===== src/mpsc_pkg.sv =====
// Shared types, constants and a helper function for the Mandelbrot pixel shader.
`default_nettype none
package mpsc_pkg;

  // Input request: one pixel coordinate
  typedef struct packed {
    logic [9:0] pixel_x;
    logic [9:0] pixel_y;
  } mpsc_pixel_t;

  // Result request: shade of one pixel
  typedef struct packed {
    logic       in_set;
    logic [7:0] brightness;
    logic [9:0] iteration_count;
  } mpsc_result_t;

  // Point c handed from the front end to the iteration engine
  typedef struct packed {
    logic signed [63:0] c_re;
    logic signed [63:0] c_im;
  } mpsc_point_t;

  // Configuration register indexes
  localparam logic [1:0] CFG_STEP_RE   = 2'd0;
  localparam logic [1:0] CFG_STEP_IM   = 2'd1;
  localparam logic [1:0] CFG_OFFSET_RE = 2'd2;
  localparam logic [1:0] CFG_OFFSET_IM = 2'd3;

  // Register reset values
  localparam logic [62:0] STEP_RE_RST   = 63'd211106232532992;
  localparam logic [62:0] STEP_IM_RST   = 63'd187649984473770;
  localparam logic [63:0] OFFSET_RE_RST = 64'hFF80_0000_0000_0000;
  localparam logic [63:0] OFFSET_IM_RST = 64'd0;

  // Log2 results are Q.16 with a 7-bit integer part
  localparam int unsigned LOG_W = 23;

  // Fixed-point log2 of a constant (elaboration only), Q.16
  function automatic logic [LOG_W-1:0] log2_q16_const(input logic [31:0] v);
    logic [63:0] m;
    logic [15:0] frac;
    logic [6:0]  p;
    p    = 7'd0;
    frac = 16'd0;
    for (int b = 0; b < 32; b++) begin
      if (v[b]) p = 7'(b);
    end
    m = (64'(v) << 30) >> p;
    m = m & 64'h7FFF_FFFF;
    for (int k = 0; k < 16; k++) begin
      m = (m * m) >> 30;
      frac = {frac[14:0], 1'b0};
      if (m >= 64'h8000_0000) begin
        m = m >> 1;
        frac[0] = 1'b1;
      end
    end
    return {p, frac};
  endfunction

endpackage
`default_nettype wire


===== src/mpsc_front.sv =====
// Front end: configuration registers and the pixel-to-point mapping.
`default_nettype none
module mpsc_front #(
  parameter int unsigned IMAGE_WIDTH  = 1024,
  parameter int unsigned IMAGE_HEIGHT = 768
) (
  input  wire                 clk_i,
  input  wire                 rst_ni,
  input  wire                 cfg_we_i,
  input  wire  [1:0]          cfg_idx_i,
  input  wire  [63:0]         cfg_data_i,
  input  wire                 push,
  input  mpsc_pkg::mpsc_pixel_t pixel_i,
  output logic                full,
  output logic                pt_valid_o,
  output mpsc_pkg::mpsc_point_t pt_o,
  input  wire                 pt_full_i
);
  import mpsc_pkg::*;

  localparam int unsigned XW = ($clog2(IMAGE_WIDTH) > 10) ? $clog2(IMAGE_WIDTH) : 10;
  localparam int unsigned YW = ($clog2(IMAGE_HEIGHT) > 10) ? $clog2(IMAGE_HEIGHT) : 10;
  localparam int unsigned DXW = XW + 2;
  localparam int unsigned DYW = YW + 2;

  logic [62:0]  step_re_q, step_im_q;
  logic [63:0]  off_re_q, off_im_q;
  logic         v_q;
  mpsc_point_t  pt_q;
  logic         accept;

  logic signed [DXW-1:0]  dx;
  logic signed [DYW-1:0]  dy;
  logic signed [DXW+63:0] px;
  logic signed [DYW+63:0] py;
  mpsc_point_t            pt_d;

  // configuration writes
  always_ff @(posedge clk_i or negedge rst_ni) begin
    if (!rst_ni) begin
      step_re_q <= STEP_RE_RST;
      step_im_q <= STEP_IM_RST;
      off_re_q  <= OFFSET_RE_RST;
      off_im_q  <= OFFSET_IM_RST;
    end else if (cfg_we_i) begin
      unique case (cfg_idx_i)
        CFG_STEP_RE:   step_re_q <= cfg_data_i[62:0];
        CFG_STEP_IM:   step_im_q <= cfg_data_i[62:0];
        CFG_OFFSET_RE: off_re_q  <= cfg_data_i;
        CFG_OFFSET_IM: off_im_q  <= cfg_data_i;
        default: ;
      endcase
    end
  end

  // c = (coord - size/2) * step + offset, modulo 2^64
  always_comb begin
    dx = $signed(DXW'(pixel_i.pixel_x)) - $signed(DXW'(IMAGE_WIDTH / 2));
    dy = $signed(DYW'(pixel_i.pixel_y)) - $signed(DYW'(IMAGE_HEIGHT / 2));
    px = dx * $signed({1'b0, step_re_q});
    py = dy * $signed({1'b0, step_im_q});
    pt_d.c_re = $signed(px[63:0] + off_re_q);
    pt_d.c_im = $signed(py[63:0] + off_im_q);
  end

  // one holding stage ahead of the point queue
  assign full       = v_q && pt_full_i;
  assign accept     = push && !full;
  assign pt_valid_o = v_q;
  assign pt_o       = pt_q;

  always_ff @(posedge clk_i or negedge rst_ni) begin
    if (!rst_ni) begin
      v_q <= 1'b0;
    end else if (accept) begin
      v_q <= 1'b1;
    end else if (!pt_full_i) begin
      v_q <= 1'b0;
    end
  end

  always_ff @(posedge clk_i) begin
    if (accept) pt_q <= pt_d;
  end
endmodule
`default_nettype wire


===== config.mk =====
export PLATFORM = sky130hd
export DESIGN_NAME = mpsc_front
export DESIGN_NICKNAME = d
export VERILOG_FILES = /design/src/mpsc_pkg.sv /design/src/mpsc_front.sv
export SDC_FILE = /design/constraint.sdc
export NUM_CORES = 2
export LEC_CHECK = 0
export BUFFER_PORTS_ARGS = -buffer_cell sky130_fd_sc_hd__buf_2
export CORE_UTILIZATION = 50
export DETAILED_ROUTE_END_ITERATION = 8
export GPL_ROUTABILITY_DRIVEN = 0
export PLACE_DENSITY = 0.67
export SLEW_MARGIN = 0
export SYNTH_ARGS = -nofsm -noshare
export SYNTH_HDL_FRONTEND = slang
export SYNTH_SLANG_ARGS = --single-unit

===== constraint.sdc =====
create_clock -name clk_i -period 9.78 [get_ports clk_i]
set_input_delay 0.978 -clock clk_i [delete_from_list [all_inputs] [get_ports clk_i]]
set_output_delay 0.978 -clock clk_i [all_outputs]
set_load 0.01 [all_outputs]

; After elaboration in Yosys (flattened, before gate mapping)
; Index checks and enable logic that the tools add are counted.
[word_totals]
ff_bits = 383
in_bits = 91
out_inout_bits = 130
wordCells = 27
[op_classes]
addsub = 4
multipliers = 2
eq_ne = 4
muxes = 2
reduce_logical = 8
[ops]
columns = cell, n
row1 = adder 64 bit, 2
row2 = multiplier 11 x 64 -> 64 bit, 2
row3 = subtractor 10 x 10 -> 11 bit (second input constant), 1
row4 = subtractor 10 x 9 -> 11 bit (second input constant), 1
row5 = AND reduction 2 bit, 4
row6 = == test 2 bit (second input constant), 2
row7 = == test 2 x 1 -> 1 bit (second input constant), 1
row8 = logical AND 1 bit, 2
row9 = logical NOT 2 bit, 1
row10 = 2-to-1 mux 1 bit, 2
row11 = != test 2 x 1 -> 1 bit (second input constant), 1
row12 = logical NOT 1 bit, 1

; Longest topological paths before layout
[depth]
ltp_word = 4
ltp_mapped = 25
ltp_nobuf = 23

; Worst setup path after synthesis
; No wires, ideal clock.
[synth_timing]
kind = input port to flip-flop
startpoint = input port pt_full_i
endpoint = register pt_q, in the netlist pt_o[0], enable pin
setup_time_ns = 0.631
arrival_ns = 6.837
required_ns = 9.149
setup_slack_ns = 2.312
cell_stages = 2
n_path_buf = 0
path_cell_list = and2_1 nor2b_1
[synth_via]
elab_chain_cells = 3
[synth_rtl]
columns = element, line_no
row1 = start: declaration, mpsc_front.sv:17  ; input wire pt_full_i
row2 = logical AND 1 bit, mpsc_front.sv:67  ; assign full = v_q && pt_full_i;
row3 = logical NOT 1 bit, mpsc_front.sv:68  ; assign accept = push && !full;
row4 = logical AND 1 bit, mpsc_front.sv:68
row5 = via accept, mpsc_front.sv:30  ; logic accept;
row6 = end signal: assignment, mpsc_front.sv:83  ; if (accept) pt_q <= pt_d;
row7 = end: declaration, mpsc_front.sv:29  ; mpsc_point_t pt_q;
; The timed path passes the listed nets, and every way through them passes these cells.
; A chain may end at the register's enable or synchronous reset.

==> results.toml <==
[worst_setup_path]
cp-end-kind = "flip-flop"
required_ns = 10.15
cp-start-kind = "input port"
worstSetupPathType = "in2reg"
worstPathArrival_ns = 8.07
worstPathMaxFanout = 41

[synth]
synthCells = 5833
syn_area_per_cell_um2 = 9.82
synthesis.area_um2 = 57300
ys.flop_type = "dfrtp_1"
synth-seq-cells = 383
yosysSeqAreaShare_pct = 17.9
yosysWarnings = 0
ys_types = 80
syn-num-nets = 7345
synth-edff-count = 128
synthArstFlopShare_pct = 66.6

[timing]
fin_worst_skew_ns = 0.0329
setup_tns_ns = 0
hold_viol = 0
setup_ws_ns = 2.08
setup_viol = 0
relSlewSlack_pct = 26.7
tightest_slew_ns = 1.10
rsz0062_at_grt = "false"
fmax_ghz = 0.130
post-route-period-util_pct = 78.7
drv_slew = 0
period_needed_ns = 7.70

[route]
wl_per_cell_um = 18.2
vias_per_cell = 5.30
first_iter_violations = 2152
dr.pass1.iters = 6
drc_errors = 0
ant_nets = 0
via_count = 38975
finalWirelength_mm = 134

[min_path]
hold_class = "in2async"

[die]
io_pins = 221
die-width_um = 340
die_h_um = 340
rows = 123
die-area_um2 = 116000
start_util_pct = 50.7
core_um2 = 113000

[grt]
grt_usage_pct = 24.2
globalRouteMet3Util_pct = 3.79
grt.met1_usage_pct = 30.0
grt_pass1_vias = 41690
antenna_found_initial = 26
met2_usage_pct = 43.1
busiest_layer = "met2"
grt_first_pass_wirelength_mm = 222
grt_max_degree = 149
grt_overflow = 0

[cts]
clock_latency_ns = 0.64
clock-sinks = 383
cts_tree = "yes"
cts_root_buf = "clkbuf_16"
cts_buffers = 46
h-tree-depth = 2
cts_buffer_depth = 3
clkTransAtPathRegs_ns = 0.07
post-cts-setup-buffers = 0
cts_resized = 0
cts_hold_buffers = 0

[final_layout]
final_cell_area_um2 = 60900
fillerInstances = 10185
drive_gt1_share_pct = 11.8
area_growth_syn_to_layout_pct = 6.44
final_cell_mix = "inv_1, fa_1, nand2_1"
nets = 7322
final_common_cell = "inv_1"

[place]
dpl_cell_area_um2 = 59300
post-dp-hpwl_mm = 108
io_buffers = 220
dp_slack_ns = 1.63

[run_status]
status = "completed"

[job]
max_cap_viol_count = 0
[stage by stage]
stage                     hold WS (ns)  cells  utilization (%)
final                            0.330   7354             53.9
after global routing             0.400   7348             53.9
after CTS                        0.387   7347             53.9
after detailed placement         0.494   7262             52.5
after global placement           0.488   7262             52.5
after floorplan                  0.479   5833                -
[final timing paths]
kind	from	end	slack [ns]	cells past startpoint
max in group asynchronous	rst_ni	off_re_q[2]$_DFFE_PN0P_	8.04	2
worst min register to register	off_im_q[53]$_DFFE_PN0P_	off_im_q[53]$_DFFE_PN0P_	0.50	1
worst max register to register	step_im_q[7]$_DFFE_PN1P_	pt_o[62]$_DFFE_PP_	2.89	20
worst max-delay path	pixel_i[7]	pt_o[60]$_DFFE_PP_	2.08	22
worst min-delay path	rst_ni	pt_valid_o$_DFFE_PN0P_	0.33	1
min in group clk_i	off_im_q[53]$_DFFE_PN0P_	off_im_q[53]$_DFFE_PN0P_	0.50	1
[metal layers]
metal  up-vias  share of wire [%]  routed length (µm)
li1      17339                  -                   -
met1     20433                 39               52600
met2       910                 52               69900
met3       253                5.3                7130
met4        40                3.2                4310
met5         -               0.18                 245
[cells by family after synthesis]
family,synth area share [%]
fa+ha+maj,46.0
simple gates,13.6
xor+xnor,2.28
compound gates,4.44
mux,5.05
flops,17.9
buf+inv,10.7
[registers in the layout, indices dropped and copies added (netlist names)]
name        cells
pt_o          128
off_re_q       64
step_re_q      63
pt_valid_o      1
step_im_q      63
off_im_q       64
[cells in the mapped netlist, types with 27 or more instances]
library cell	count	share of area, %
a21o_1	47	0.62
a21oi_1	140	1.2
and2_1	414	4.5
clkbuf_1	308	2.0
dfrtp_1	220	9.6
dfstp_2	35	1.6
edfxtp_1	128	6.7
fa_1	1140	40
ha_1	281	6.1
inv_1	1301	8.5
mux2_2	254	5.0
nand2_1	752	4.9
nand2b_1	50	0.55
nand4_1	27	0.30
nor2_1	145	0.95
nor2b_1	87	0.95
o21ai_0	48	0.42
or2_2	48	0.52
xnor2_1	104	1.6
xor2_1	45	0.69
[final cells by class]
type,instances,area [µm²],area share (%)
Multi-Input combinational cell,3827,40900,67.1
Sequential cell,383,10300,16.8
Inverter,1301,4880,8.01
Tap cell,1500,1880,3.08
Clock buffer,63,1390,2.28
Timing Repair Buffer,251,1370,2.25
Clock inverter,22,214,0.351
Antenna cell,7,17.5,0.0287
[worst max-delay path, cell delays in order]
cell,delay [ns]
buf_2,0.10
a21o_1,0.61
buf_4,0.56
nor2_1,0.11
fa_1,0.51
inv_1,0.06
fa_1,0.47
fa_1,0.52
fa_1,0.43
fa_1,0.49
inv_1,0.04
ha_1,0.39
a21o_1,0.21
a21oi_1,0.15
o21bai_1,0.08
a2111oi_0,0.41
o21bai_1,0.18
nor3b_1,0.44
o2111ai_1,0.34
a311oi_2,0.61
nor3b_1,0.10
a211o_1,0.26
Power is left out: the tool's default activity adds up to more than one toggle a clock period on the data nets, which glitch-free logic cannot reach.
