### config.mk
export PLATFORM = sky130hd
export DESIGN_NAME = mpsc_queue
export DESIGN_NICKNAME = d
export VERILOG_FILES = /design/src/mpsc_queue.sv
export SDC_FILE = /design/constraint.sdc
export NUM_CORES = 1
export LEC_CHECK = 0
export ABC_AREA = 1
export BUFFER_PORTS_ARGS = -buffer_cell sky130_fd_sc_hd__buf_2
export CORE_MARGIN = 4
export CORE_UTILIZATION = 36
export DETAILED_ROUTE_END_ITERATION = 10
export MAX_ROUTING_LAYER = met4
export PLACE_DENSITY_LB_ADDON = 0.08
export SLEW_MARGIN = 0
export SYNTH_ARGS = -nofsm -noshare
export SYNTH_HDL_FRONTEND = slang
export SYNTH_SLANG_ARGS = --single-unit
export TNS_END_PERCENT = 20
### constraint.sdc
create_clock -name clk_i -period 3.25 [get_ports clk_i]
set_input_delay 0.1625 -clock clk_i [delete_from_list [all_inputs] [get_ports clk_i]]
set_output_delay 0.1625 -clock clk_i [all_outputs]
set_load 0.05 [all_outputs]
### src/mpsc_queue.sv
// Small first-in first-out queue with full and empty flags.
`default_nettype none
module mpsc_queue #(
  parameter type T = logic [7:0],
  parameter int unsigned DEPTH = 2
) (
  input  wire  clk_i,
  input  wire  rst_ni,
  input  wire  push_i,
  input  T     data_i,
  output logic full_o,
  input  wire  pop_i,
  output T     data_o,
  output logic empty_o
);
  localparam int unsigned AW = (DEPTH > 1) ? $clog2(DEPTH) : 1;

  T               mem_q [DEPTH];
  logic [AW-1:0]  wr_q, wr_d, rd_q, rd_d;
  logic [AW:0]    cnt_q, cnt_d;
  logic           do_push, do_pop;

  assign full_o  = (cnt_q == (AW+1)'(DEPTH));
  assign empty_o = (cnt_q == '0);
  assign do_push = push_i && !full_o;
  assign do_pop  = pop_i && !empty_o;
  assign data_o  = mem_q[rd_q];

  // pointer and fill count update
  always_comb begin
    wr_d  = wr_q;
    rd_d  = rd_q;
    cnt_d = cnt_q;
    if (do_push) wr_d = (wr_q == AW'(DEPTH-1)) ? '0 : wr_q + 1'b1;
    if (do_pop)  rd_d = (rd_q == AW'(DEPTH-1)) ? '0 : rd_q + 1'b1;
    if (do_push && !do_pop) cnt_d = cnt_q + 1'b1;
    if (!do_push && do_pop) cnt_d = cnt_q - 1'b1;
  end

  always_ff @(posedge clk_i or negedge rst_ni) begin
    if (!rst_ni) begin
      wr_q  <= '0;
      rd_q  <= '0;
      cnt_q <= '0;
    end else begin
      wr_q  <= wr_d;
      rd_q  <= rd_d;
      cnt_q <= cnt_d;
    end
  end

  // storage
  always_ff @(posedge clk_i) begin
    if (do_push) mem_q[wr_q] <= data_i;
  end
endmodule
`default_nettype wire

Word-level counts from Yosys, hierarchy flattened
Memory sizes are Yosys's and may differ from the RTL's.
Cells that the tools add are included.

operators by class
  add/sub/neg operators = 4
  multipliers = 0
  div/mod/pow operators = 0
  order comparisons = 0
  equality and inequality tests = 1
  shift operators = 0
  muxes and demuxes = 6
  bitwise logic cells = 0
  reduce and logical (&&, ||, !) cells = 10

operators with widths
  cell                 count
  $logic_and 1x1->1    4
  $logic_not 1->1      4
  $mux 1               4
  $mux 2               2
  $add 1x1->1 const B  2
  $add 2x1->2 const B  1
  $eq 2x2->1 const B   1
  $logic_not 2->1      1
  $reduce_bool 2->1    1
  $sub 2x1->2 const B  1

word-level totals
  flip-flop bits (word level) = 4
  latch bits = 0
  RAM bits = 16
  ROM bits = 0
  input port bits = 12
  output and inout port bits = 10
  logic and storage cells = 25
  memories kept = 1

memories
  name   words  bits a word  read ports  clocked after Yosys merged registers in  write ports  line  text
  mem_q  2      8            1           0                                        1            18    T mem_q [DEPTH];

Depth between registers and ports, before layout
Gate-level depths: netlist (run 1).

  word-level depth = 7
  gate-level depth with buffers = 10
  gate-level depth less buffers = 10

Worst setup path before layout (run 1)
No wires, ideal clock.

  kind = reg-to-reg
  from = register cnt_q[0]
  to = memory mem_q[0][0] (netlist name), enable pin
  library setup time = 0.273 ns
  arrival = 1.156 ns
  required time = 2.977 ns
  slack = 1.821 ns
  cell stages (with the launch flop) = 5
  path buffers = 0
  period minus slack after synthesis = 1.429 ns
  cells stage by stage = dfrtp_1 > nor2_2 > inv_2 > nand3_1 > inv_1

on the way
  word-level cells in the longest chain between the ends = 5

ends and longest elaborated chain
  what                          line  text
  start, declared               20    logic [AW:0] cnt_q, cnt_d;
  start signal, assigned        48    cnt_q <= cnt_d;
  $eq 2x2->1                    23    assign full_o = (cnt_q == (AW+1)'(DEPTH));
  named net full_o              11    output logic full_o,
  $logic_not 1->1               25    assign do_push = push_i && !full_o;
  $logic_and 1x1->1             25
  $mux 1                        54    if (do_push) mem_q[wr_q] <= data_i;
  $mux 1 (implied by the code)  54
  end, declared                 18

The timed path passes the listed nets, and every way through them passes these cells.

==> impl_metrics.ini, run 1 <==
[route]
route.detailed.drc = 0
wirelength_um = 1390
vias = 548
dr.pass1.iters = 4
wl_per_cell_um = 11.0
via_per_inst = 4.35
drt_iter0_drc = 7
detail-route-antenna-nets = 0

[worst_setup_path]
cp_num_cells = 4
path_class = flip-flop to output port
crit_path_top_delay_cell = dfrtp_1
cp_common_cell = nand2_1
slowest_delay_ps = 510
crit_fanout = 10
crit_buf_inv = 2
crit_required_ps = 3090
crit_path_cell_trace = inv_2 > nand2_1 > nand2_1 > buf_2
end_kind = output port
reg2reg_depth = 2
cp.arrival_ps = 1390
crit_family = flip-flops
cp-start-kind = flip-flop

[placement]
gp_congestion = 0.740
dp_hpwl_um = 1050
pre_cts_slack_ps = 1800
port_buffers = 21

[clocking]
clk_path_buf_depth = 2
ctsResizeCount = 0
clk-insertion-delay-late_ps = 290
clkSlewWorstSetupHoldPaths_ps = 110
cts_tree = built
cts.hold.buffers_added = 1
htreeDepth = 1
cts_root_buf = clkbuf_4
post_cts_buffers = 0
numCtsBuffers = 3
cts_sinks = 20

[sta]
setup_tns_ps = 0
fmax_mhz = 643
tightestPinTransition_ps = 612
fin_worst_skew_ps = 6.46
setup_viol = 0
finalCritPeriodShare_pct = 47.8
hold_viol_final = 0
rsz0062_at_grt = no
fin_hold_ws_ps = 54.8
relSlewSlack_pct = 59.0
period_needed_ps = 1550
drv_slew = 0
worst_slack_ps = 1700

[floorplan]
die_x_um = 55.5
die_h_um = 55.5
num_rows = 16
core-area_um2 = 2040
io_pins = 22
start_util_pct = 39.7
dieArea_um2 = 3080

[global_route]
grt_start_max_net_pins = 12
antenna_found_initial = 0
first_global_vias = 547
grt_first_pass_wirelength_um = 2450
grt_overflow_total = 0
grtUsageTotal_pct = 10.4

[job]
maxCapViolCount = 0

[power_and_ir_drop]
power.switching_uw = 510
ir_drop_v = 0.000410
comb_power_share_pct = 49.7
p_int_uw = 518
p_leak_uw = 0.000473
power_density_nw_per_um2 = 1050
power_frac_clock_pct = 11.3
seqPwrFrac_pct = 38.9
netSwitchingFraction_pct = 49.6

[worst_hold_path]
hold_class = primary input to flip-flop
holdPathStages = 1

[finish]
finalNetCount = 113
syn2layout_area_growth_pct = 21.0
final_common_cell = nand2_1
antenna_cells = 0
drive_above_1_share_pct = 30.3
final_cell_mix = nand2_1, buf_2, edfxtp_1, inv_1

[yosys]
syn_inst = 74
synthTopCellsByArea = edfxtp_1, nand2_1, dfrtp_1
yosys_warnings = 0
synth-seq-cells = 20
synth_cell_types = 14
syn_area_um2 = 811
ys_seq_area_share_pct = 71.6
synth.largest_area_cell = edfxtp_1
synthesis.nets = 87
yosysTopAreaCellShare_pct = 59.3
syn_area_per_cell_um2 = 11.0

[run_status]
outcome = complete, no violations
-- cells in the mapped netlist --
cell,number
nor2_2,1
buf_2,1
dfrtp_1,4
ha_1,1
inv_2,4
nand4_1,1
xnor2_1,1
nand3_1,3
inv_1,6
nand2_2,1
edfxtp_1,16
nand2_1,33
nor2_1,1
o21ai_1,1
-- layout make-up --
| type | instances | area [um2] |
|---|---|---|
| clock buffer | 3 | 22.5 |
| clock inverter | 1 | 3.75 |
| fill | 218 | 1060 |
| inverter | 10 | 37.5 |
| multi-input combinational | 43 | 188 |
| sequential | 20 | 581 |
| tap | 27 | 33.8 |
| timing repair buffer | 22 | 115 |
-- through the flow --
| stage | cell area, um2 | instances | util (%) | power [uW] |
|---|---|---|---|---|
| 6_report | 981 | 126 | 48.0 | 1030 |
| 5_1_grt | 981 | 126 | 48.0 | 1110 |
| 4_1_cts | 981 | 126 | 48.0 | 1040 |
| 3_5_place_dp | 945 | 121 | 46.3 | 923 |
| 3_3_place_gp | 945 | 121 | 46.3 | 920 |
| 2_1_floorplan | 811 | 74 | - | 809 |
-- state kept, by name, indices dropped and copies added, names as in the netlist --
register,cells
cnt_q,2
wr_q,1
mem_q,16
rd_q,1
-- worst register-to-register path, stage by stage (launching register included) --
cell and delay [ps]:
dfrtp_1 450, o21ai_1 140, nor2_1 490
-- final timing paths --
kind	start	end	slack, ps
setup / recovery	rd_q$_DFFE_PN0P_	data_o[7]	1700
hold / removal	data_i[2]	mem_q[1][2]$_DFFE_PP_	50
setup reg to reg	cnt_q[0]$_DFFE_PN0P_	mem_q[1][0]$_DFFE_PP_	1810
hold reg to reg	wr_q$_DFFE_PN0P_	wr_q$_DFFE_PN0P_	490
max in group asynchronous	rst_ni	rd_q$_DFFE_PN0P_	2940
min in group asynchronous	rst_ni	cnt_q[1]$_DFFE_PN0P_	190
-- cells by family after synthesis --
family / share of synthesized area, %
DFF: 71.6
xor gates and xnor gates: 1.08
and+or+nand+nor: 19.9
adders and majority gates: 1.54
buffers and inverters: 5.25
AOI/OAI and AO/OA: 0.617
-- power groups by stage --
stage               Sequential [uW]  Combinational, uW  Clock (uW)
floorplan                       385                424           0
global placement                406                514           0
detailed placement              407                515           0
CTS                             401                518         120
global route                    408                563         136
finish                          400                511         117
-- routing by layer --
layer  up-vias  share of wire [%]  track usage, %
met1       243                 49            13.7
li1        289                  -               -
met4         0               0.58            4.17
met5         -                  0               -
met3         2                5.5            3.03
met2        14                 45            15.0
Note: power is estimated with default switching activity, not from simulation.
==> inputs of run 2 (changes only) <==
--- a/config.mk
+++ b/config.mk
@@ -5,7 +5,7 @@
 export SDC_FILE = /design/constraint.sdc
 export NUM_CORES = 1
 export LEC_CHECK = 0
-export ABC_AREA = 1
+export ABC_AREA = 0
 export BUFFER_PORTS_ARGS = -buffer_cell sky130_fd_sc_hd__buf_2
 export CORE_MARGIN = 4
 export CORE_UTILIZATION = 36
==> constraint.sdc (replaced) <==
create_clock -name clk_i -period 1.61 [get_ports clk_i]
set_input_delay 0.0805 -clock clk_i [delete_from_list [all_inputs] [get_ports clk_i]]
set_output_delay 0.0805 -clock clk_i [all_outputs]
set_load 0.05 [all_outputs]
==> run 2 against run 1 <==
Compared with the run above:
- clock-buffer cell count rose by 1
- power rose by 97%
- sequential power rose by 110%
- synthesized cell count fell by 42%
- critical path depth rose by 1
- core utilization rose by 4.8 points
- sequential share of layout area fell by 4.2 points
==> impl_metrics.ini, run 2 <==
[sta]
setup_tns_ps = 0
period_needed_ps = 1450
hold_viol_final = 0
tightestPinTransition_ps = 398
drv_slew = 0
fin_worst_skew_ps = 5.10
fmax_mhz = 691
setup_viol = 0
rsz0062_at_grt = no
finalCritPeriodShare_pct = 89.9
relSlewSlack_pct = 73.5

[power_and_ir_drop]
ir_drop_v = 0.00142
p_leak_uw = 0.000432
p_int_uw = 1150
power.total_uw = 2030
comb_power_share_pct = 44.9
power.switching_uw = 872
power_density_nw_per_um2 = 1910
seqPwrFrac_pct = 41.6
power_frac_clock_pct = 13.6
netSwitchingFraction_pct = 43.0

[clocking]
cts_sinks = 20
numCtsBuffers = 3
clk_path_buf_depth = 2
cts_root_buf = clkbuf_4
clk-insertion-delay-late_ps = 290
cts_tree = built
clkSlewWorstSetupHoldPaths_ps = 100
htreeDepth = 1

[placement]
gp_congestion = 0.748
port_buffers = 21
dp_hpwl_um = 871

[worst_setup_path]
worstSetupStartpoint = cnt_q[0]$_DFFE_PN0P_
cp-start-kind = flip-flop
crit_fanout = 4
crit_family = flip-flops
cp_num_cells = 5
crit_buf_inv = 0
path_class = flip-flop to flip-flop
crit_path_top_delay_cell = dfrtp_1
slowest_delay_ps = 470
timing.rr.start = cnt_q[0]$_DFFE_PN0P_
reg2reg_depth = 5
crit_required_ps = 1830
r2r_setup_slack_ps = 160
crit_path_cell_trace = nand2b_1 > nand2_2 > ha_1 > nor2_1 > xor2_1
end_kind = flip-flop
cp.arrival_ps = 1670
reg2reg_to = cnt_q[1]$_DFFE_PN0P_

[floorplan]
num_rows = 16
start_util_pct = 38.7
die_x_um = 54.4
dieArea_um2 = 2960
core-area_um2 = 2000
io_pins = 22
die_h_um = 54.4

[finish]
largest-register = mem_q
syn2layout_area_growth_pct = 36.7
finalNetCount = 92
final_common_cell = buf_2
final_cell_mix = buf_2, edfxtp_1, dlygate4sd3_1, mux2_1
drive_above_1_share_pct = 39.7
antenna_cells = 0
largest_reg_flops = 16
top_regs = mem_q (16), cnt_q (2)

[yosys]
synth.largest_area_cell = edfxtp_1
yosys_warnings = 0
ys_async_sr_fraction_pct = 20.0
syn_inst = 43
syn_area_per_cell_um2 = 18.0
synthesis.nets = 56
synthTopCellsByArea = edfxtp_1, dfrtp_1, mux2_1
ys.flop_type = edfxtp_1
synth-seq-cells = 20
syn_area_um2 = 774
synth_cell_types = 13
yosysTopAreaCellShare_pct = 62.0
ys_seq_area_share_pct = 75.0
synth.top_cells.by_count = edfxtp_1, mux2_1, dfrtp_1, nor2_1, xnor2_1
synth.most_common_cell = edfxtp_1
synth_edf_count = 16

[global_route]
grt_overflow_total = 0
grt_start_max_net_pins = 12
grtUsageTotal_pct = 9.76
antenna_found_initial = 0
first_global_vias = 478
grt_first_pass_wirelength_um = 1970

[route]
dr.pass1.iters = 2
via_per_inst = 4.27
route.detailed.drc = 0
detail-route-antenna-nets = 0
wl_per_cell_um = 11.6
wirelength_um = 1210
drt_iter0_drc = 1
vias = 448

[worst_hold_path]
hold_class = primary input to flip-flop
holdPathStages = 3
min_from = push_i
hold_end = wr_q$_DFFE_PN0P_

[run_status]
outcome = complete, no violations

[job]
maxCapViolCount = 0
[run 2: cell type report]
cell class	instances	area, um2
inverter	1	3.75
tap	27	33.8
timing repair buffer	32	210
fill	165	943
sequential	20	582
clock buffer	4	36.3
multi-input combinational	21	193
[run 2: layer usage]
metal	track usage, %	vias to the layer above	routed length, um
met3	3.54	0	85
met1	10.7	209	515
met4	3.73	0	0
li1	-	227	-
met2	16.1	12	612
met5	-	-	0
[run 2: cells by family (layout without fill, tap and decap cells)]
family | count (synthesis) | count (layout) | synth area share, %
flops | 20 | 20 | 75.0
mux | 8 | 8 | 11.6
simple gates | 7 | 7 | 5.01
xor+xnor | 5 | 5 | 5.66
buf+inv | 2 | 37 | 1.13
fa+ha+maj | 1 | 1 | 1.62
[run 2: power groups by stage]
stage	clock (uW)	sequential [uW]	combinational, uW
after floorplan	0	792	755
after detailed placement	0	856	904
final	275	843	909
after global placement	0	852	906
after global routing	310	861	967
after CTS	286	846	921
[run 2: worst max path at each step]
stage / end / slack, ps
floorplan: cnt_q[1]$_DFFE_PN0P_ / 130
global placement: mem_q[1][5]$_DFFE_PP_ / 220
detailed placement: cnt_q[1]$_DFFE_PN0P_ / 160
CTS: data_o[5] / 20
global route: cnt_q[1]$_DFFE_PN0P_ / 70
finish: cnt_q[1]$_DFFE_PN0P_ / 160
[run 2: per-stage QoR]
stage	worst slack (ps)	cell area, um2	hold WS [ps]	cells	utilization, %
2_1_floorplan	132	782	-215	43	-
3_3_place_gp	218	931	-103	92	46.5
3_5_place_dp	159	931	-104	92	46.5
4_1_cts	16.8	1060	63.8	105	52.8
5_1_grt	68.3	1060	49.1	105	52.9
6_report	162	1060	69.7	105	52.9
[run 2: timing repair]
action / CTS / global route
hold buffers: 9 / 0
buffers inserted: 0 / 0
gates resized for setup: 0 / 1
endpoints found under the setup margin: 0 / 8
endpoints found under the hold margin: 20 / 0
[run 2: worst min-delay path: stages]
cell and delay, ps:
buf_2 110, nand2_2 80, xnor2_1 60
